## src/rtl/wrg_mul.sv

```systemverilog
// Shared signed multiplier with registered product.
`default_nettype none
module wrg_mul #(
  parameter int AW = 35,
  parameter int BW = 18
) (
  input  wire logic                      clk,
  input  wire logic signed [AW-1:0]      a,
  input  wire logic signed [BW-1:0]      b,
  output logic      signed [AW+BW-1:0]   p_r
);

  // Register the product for the next sequencer step
  always_ff @(posedge clk) begin
    p_r <= (AW+BW)'(a) * (AW+BW)'(b);
  end

endmodule
`default_nettype wire
```

## config.mk

```make
export PLATFORM = sky130hd
export DESIGN_NAME = wrg_mul
export DESIGN_NICKNAME = d
export VERILOG_FILES = /design/src/rtl/wrg_mul.sv
export SDC_FILE = /design/constraint.sdc
export NUM_CORES = 2
export LEC_CHECK = 0
export BUFFER_PORTS_ARGS = -buffer_cell sky130_fd_sc_hd__clkbuf_2
export CELL_PAD_IN_SITES_DETAIL_PLACEMENT = 1
export CELL_PAD_IN_SITES_GLOBAL_PLACEMENT = 1
export CORE_MARGIN = 2
export CORE_UTILIZATION = 51
export CTS_BUF_LIST = sky130_fd_sc_hd__clkbuf_8
export CTS_CLUSTER_DIAMETER = 30
export DETAILED_ROUTE_END_ITERATION = 10
export MAX_ROUTING_LAYER = met4
export PLACE_DENSITY_LB_ADDON = 0.2
export SLEW_MARGIN = 40
export SYNTH_ARGS = -nofsm -noshare
export SYNTH_HDL_FRONTEND = slang
export SYNTH_SLANG_ARGS = --single-unit
export TNS_END_PERCENT = 10
```

## constraint.sdc

```tcl
create_clock -name clk -period 8 [get_ports clk]
set_input_delay 0 -clock clk [delete_from_list [all_inputs] [get_ports clk]]
set_output_delay 0 -clock clk [all_outputs]
set_load 0.02 [all_outputs]
```

[Word level (Yosys, flattened, before mapping)]
Index checks and enable logic that the tools add are counted.
Widths: inputs -> output; s select.
Operators by class
  $mul: 1
Operators by type and width (number)
  $mul 35x18->53: 1
Storage, ports and cells
  register bits: 53
  input bits: 54
  logic and storage cells: 2
  output and inout bits: 53

[Depth between registers and ports, before layout]
  word-level depth: 1
  depth in mapped cells: 26
  gate-level depth less buffers: 23

[Least setup slack after synthesis]
OpenSTA, ideal clock, no wires.
  path kind: input to register
  from: input port a[24]
  to: register p_r[51]
  arrival time: 6.049 ns
  setup slack: 1.828 ns
  stages on the path: 24
  library setup time: 0.123 ns
  required time: 7.877 ns
  buffers on the path: 4
  cell sequence: clkbuf_1 > clkbuf_1 > nand2_1 > fa_1 > fa_1 > fa_1 > inv_1 > fa_1 > fa_1 > inv_1 > fa_1 > inv_1 > ha_1 > clkbuf_1 > and3_1 > clkbuf_1 > a221o_1 > a2111oi_0 > o21ai_1 > a21oi_1 > a21oi_1 > a31oi_1 > o21ai_1 > xor2_1
On the way
  word-level cells in the longest chain between the ends: 1
RTL lines
  start, declared: line 8  | input wire logic signed [AW-1:0] a,
  $mul 35x18->53: line 15  | p_r <= (AW+BW)'(a) * (AW+BW)'(b);
  end signal, assigned: line 15
  end, declared: line 10  | output logic signed [AW+BW-1:0] p_r
Every way passes these cells.

[Worst setup path after layout]
  from: input port b[3]
  to: register p_r[50]
On the way
  word-level cells in the longest chain between the ends: 1
RTL lines
  start, declared: line 9  | input wire logic signed [BW-1:0] b,
  $mul 35x18->53: line 15
Every way passes these cells.

==> impl_results.html <==
<table>
<tr><th>Metric</th><th>Value</th></tr>
<tr><th colspan="2">Final layout</th></tr>
<tr><td>Non-filler instance count after layout</td><td>3045</td></tr>
<tr><td>Commonest non-fill, non-tap cell in the layout</td><td>inv_1</td></tr>
<tr><td>Number of flip-flops under the largest register name</td><td>53</td></tr>
<tr><td>Number of antenna repair diodes</td><td>0</td></tr>
<tr><td>Top library cells by usage in the layout, fill and taps aside</td><td>640 x inv_1, 601 x fa_1, 372 x nand2_1</td></tr>
<tr><td>Top Registers</td><td>p_r (53)</td></tr>
<tr><td>Layout Utilization</td><td>54.4%</td></tr>
<tr><td>Most flops, register</td><td>p_r</td></tr>
<tr><td>P&amp;R area growth vs syn</td><td>4.86%</td></tr>
<tr><td>Final Net Count</td><td>3241</td></tr>
<tr><td>Share of cells above drive strength 1</td><td>5.57%</td></tr>
<tr><th colspan="2">Floorplan</th></tr>
<tr><td>Die W</td><td>213 µm</td></tr>
<tr><td>Starting utilization of the core area</td><td>51.8%</td></tr>
<tr><td>Total die area</td><td>45600 µm²</td></tr>
<tr><td>I/O pin count</td><td>107</td></tr>
<tr><td>Number of rows in the core area</td><td>76</td></tr>
<tr><td>Vert. Die Dim</td><td>213 µm</td></tr>
<tr><td>Core area</td><td>43200 µm²</td></tr>
<tr><th colspan="2">Detailed routing</th></tr>
<tr><td>Detailed-route via count</td><td>16388</td></tr>
<tr><td>DR pass1 iterations</td><td>7</td></tr>
<tr><td>Via/cell ratio</td><td>5.38</td></tr>
<tr><td>Remaining number of nets flagged by the antenna check after routing</td><td>0</td></tr>
<tr><td>Routed Wire Length</td><td>65800 µm</td></tr>
<tr><td>Post-detailed-route wirelength per cell</td><td>21.6 µm</td></tr>
<tr><td>Detailed-route DRC error count</td><td>0</td></tr>
<tr><td>Number of violations reported at the end of detailed-routing iteration 0</td><td>762</td></tr>
<tr><th colspan="2">STA</th></tr>
<tr><td>FMAX</td><td>148 MHz</td></tr>
<tr><td>Tightest slew margin relative to the limit</td><td>41.8%</td></tr>
<tr><td>Final Hold Fails</td><td>0</td></tr>
<tr><td>Max-slew violation total from the final report</td><td>0</td></tr>
<tr><td>Setup repair after global routing missed its margin</td><td>false</td></tr>
<tr><td>Transition time at the pin with the least slew margin</td><td>0.873 ns</td></tr>
<tr><td>Minimum clock period</td><td>6.76 ns</td></tr>
<tr><td>Setup TNS after final layout</td><td>0 ns</td></tr>
<tr><td>Setup violation total in the final timing report</td><td>0</td></tr>
<tr><td>Period Utilization, post-route</td><td>84.5%</td></tr>
<tr><th colspan="2">Clock tree</th></tr>
<tr><td>CTS tree</td><td>built</td></tr>
<tr><td>Clock Sinks</td><td>53</td></tr>
<tr><td>Clock buffers created by TritonCTS</td><td>5</td></tr>
<tr><td>Clock slew seen by the registers of the worst setup and hold paths</td><td>0.15 ns</td></tr>
<tr><td>Total number of H-tree levels</td><td>2</td></tr>
<tr><td>CTS Hold Bufs</td><td>0</td></tr>
<tr><td>Number of buffers inserted to repair setup after CTS</td><td>0</td></tr>
<tr><td>Maximum buffer depth of the clock tree</td><td>2</td></tr>
<tr><td>Post-cts sizing count</td><td>0</td></tr>
<tr><td>Cell at the root of the clock tree</td><td>clkbuf_8</td></tr>
<tr><th colspan="2">Global routing</th></tr>
<tr><td>Largest net degree at the start of global routing</td><td>36</td></tr>
<tr><td>Antenna violations before repair</td><td>1</td></tr>
<tr><td>Via count of the first global-routing pass</td><td>19825</td></tr>
<tr><td>Global route overflow</td><td>0</td></tr>
<tr><td>Global-route usage over all layers</td><td>32.6%</td></tr>
<tr><td>First-pass GRT wire length</td><td>107000 µm</td></tr>
<tr><th colspan="2">Synthesis</th></tr>
<tr><td>Number of synthesized flops with an enable pin</td><td>0</td></tr>
<tr><td>Total number of yosys warnings</td><td>0</td></tr>
<tr><td>Xor-xnor portion of the synthesized cell area</td><td>2.15%</td></tr>
<tr><td>Register area share after synthesis</td><td>4.74%</td></tr>
<tr><td>Post-Synthesis Net Count</td><td>3232</td></tr>
<tr><td>Share of synthesized cell area in and, or, nand and nor gates</td><td>15.1%</td></tr>
<tr><td>Multiplexer share of the synthesized area</td><td>0%</td></tr>
<tr><td>Avg Inst Size Synth</td><td>9.13 µm²</td></tr>
<tr><td>Gate count of the mapped netlist</td><td>2450</td></tr>
<tr><td>Flip-flop and latch count after synthesis</td><td>53</td></tr>
<tr><td>Combinational family with the most area after synthesis</td><td>adder cells</td></tr>
<tr><td>Synth top area share</td><td>53.8%</td></tr>
<tr><td>Compound-Gate Fraction of Synth Area</td><td>4.37%</td></tr>
<tr><td>Most used flip-flop cell after synthesis</td><td>dfxtp_1</td></tr>
<tr><td>Leading cell types by total area after synthesis</td><td>fa_1 54%, inv_1 11%, ha_1 7.1%</td></tr>
<tr><td>Netlist cell types</td><td>49</td></tr>
<tr><td>Share of synthesized flip-flops with an asynchronous set or reset</td><td>0%</td></tr>
<tr><td>Total standard cell area after synthesis</td><td>22400 µm²</td></tr>
<tr><td>Post-Synth Adder-Cell Area</td><td>60.9%</td></tr>
<tr><td>Post-synthesis cell type with the largest combined area</td><td>fa_1</td></tr>
<tr><th colspan="2">Worst hold path</th></tr>
<tr><td>Hold Path Class</td><td>in2reg</td></tr>
<tr><th colspan="2">Job</th></tr>
<tr><td>Max-cap violations</td><td>0</td></tr>
<tr><th colspan="2">Placed design</th></tr>
<tr><td>Total half-perimeter wirelength after legalization and detailed placement</td><td>54000 µm</td></tr>
<tr><td>Number of placed instances with taps included</td><td>3037</td></tr>
<tr><td>Routability Congestion</td><td>0.871</td></tr>
<tr><td>Buffers on Ports</td><td>106</td></tr>
<tr><th colspan="2">Worst setup path</th></tr>
<tr><td>Worst path buffer plus inverter count</td><td>5</td></tr>
<tr><td>Cells traversed along the worst timing path</td><td>clkbuf_2 -&gt; and2_1 -&gt; fa_1 -&gt; inv_1 -&gt; fa_1 -&gt; inv_1 -&gt; fa_1 -&gt; inv_1 -&gt; fa_1 -&gt; fa_1 -&gt; fa_1 -&gt; inv_1 -&gt; ha_1 -&gt; nand4_1 -&gt; o221ai_1 -&gt; o21ba_1 -&gt; o41a_1 -&gt; o31a_1 -&gt; o31a_1 -&gt; o41ai_2 -&gt; xor2_1</td></tr>
<tr><td>Element type at the critical path start</td><td>primary input</td></tr>
<tr><td>Maximum fanout encountered on the critical timing path</td><td>28</td></tr>
<tr><td>Most frequent CP cell</td><td>fa_1</td></tr>
<tr><td>Endpoint type of the worst setup path</td><td>flop</td></tr>
<tr><td>Maximum cell stage delay along the critical path</td><td>0.57 ns</td></tr>
<tr><td>WS Path Type</td><td>in2reg</td></tr>
<tr><td>Cell family with the largest share of critical-path delay</td><td>adder cells</td></tr>
<tr><td>CP max stage cell</td><td>fa_1</td></tr>
<tr><td>Endpoint arrival time on the critical path</td><td>7.10 ns</td></tr>
<tr><td>CP Data Required Time</td><td>8.34 ns</td></tr>
<tr><th colspan="2">Run status</th></tr>
<tr><td>Result of the run</td><td>finished clean</td></tr>
</table>
[synthesized netlist by cell type, drive strengths merged, types with 3 or more instances]
cell type / number
nor3: 6
o21a: 5
xor2: 16
nor2: 43
a21oi: 39
a31oi: 7
o21ai: 23
nand4: 10
nand3: 5
nand2b: 10
and3: 4
xnor2: 39
fa: 601
and2: 249
clkbuf: 118
nand2: 372
ha: 127
o31a: 3
a21o: 37
nor2b: 3
dfxtp: 53
a211oi: 5
o21bai: 5
inv: 641
[final timing paths]
kind	slack, ns	depth (start not counted)	start	end
worst max-delay path	1.24	21	b[3]	p_r[50]
worst min-delay path	0.12	2	a[0]	p_r[0]
[routing by layer]
metal | vias to the layer above | routed length (µm) | GRT usage [%]
li1 | 6992 | - | -
met1 | 8709 | 26100 | 38.6
met2 | 525 | 33400 | 55.7
met3 | 162 | 3800 | 5.55
met4 | 0 | 2530 | 12.7
met5 | - | 0 | -
[logic make-up after synthesis]
| group | Yosys count |
|---|---|
| buffers and inverters | 761 |
| AO/OA/AOI/OAI | 146 |
| adder cells (fa/ha/maj) | 728 |
| flip-flops | 53 |
| AND/OR/NAND/NOR | 707 |
| XOR/XNOR | 55 |
[area by class of cell]
cell class / count / area (µm²)
Clock inverter: 3 / 26.3
Multi-Input combinational cell: 1636 / 18500
Timing Repair Buffer: 122 / 711
Fill cell: 5058 / 19700
Tap cell: 585 / 732
Inverter: 641 / 2410
Clock buffer: 5 / 68.8
Sequential cell: 53 / 1060
[stage by stage]
stage / hold slack, ns / instance area, µm² / setup slack (ns)
5_1_grt: 0.133 / 23500 / 0.988
2_1_floorplan: 0.122 / 22400 / 1.83
3_3_place_gp: 0.415 / 23300 / 1.02
3_5_place_dp: 0.416 / 23400 / 0.851
6_report: 0.121 / 23500 / 1.24
4_1_cts: 0.115 / 23500 / 1.30
Power is left out: the tool's default activity adds up to more than one toggle a clock period on the data nets, which glitch-free logic cannot reach.
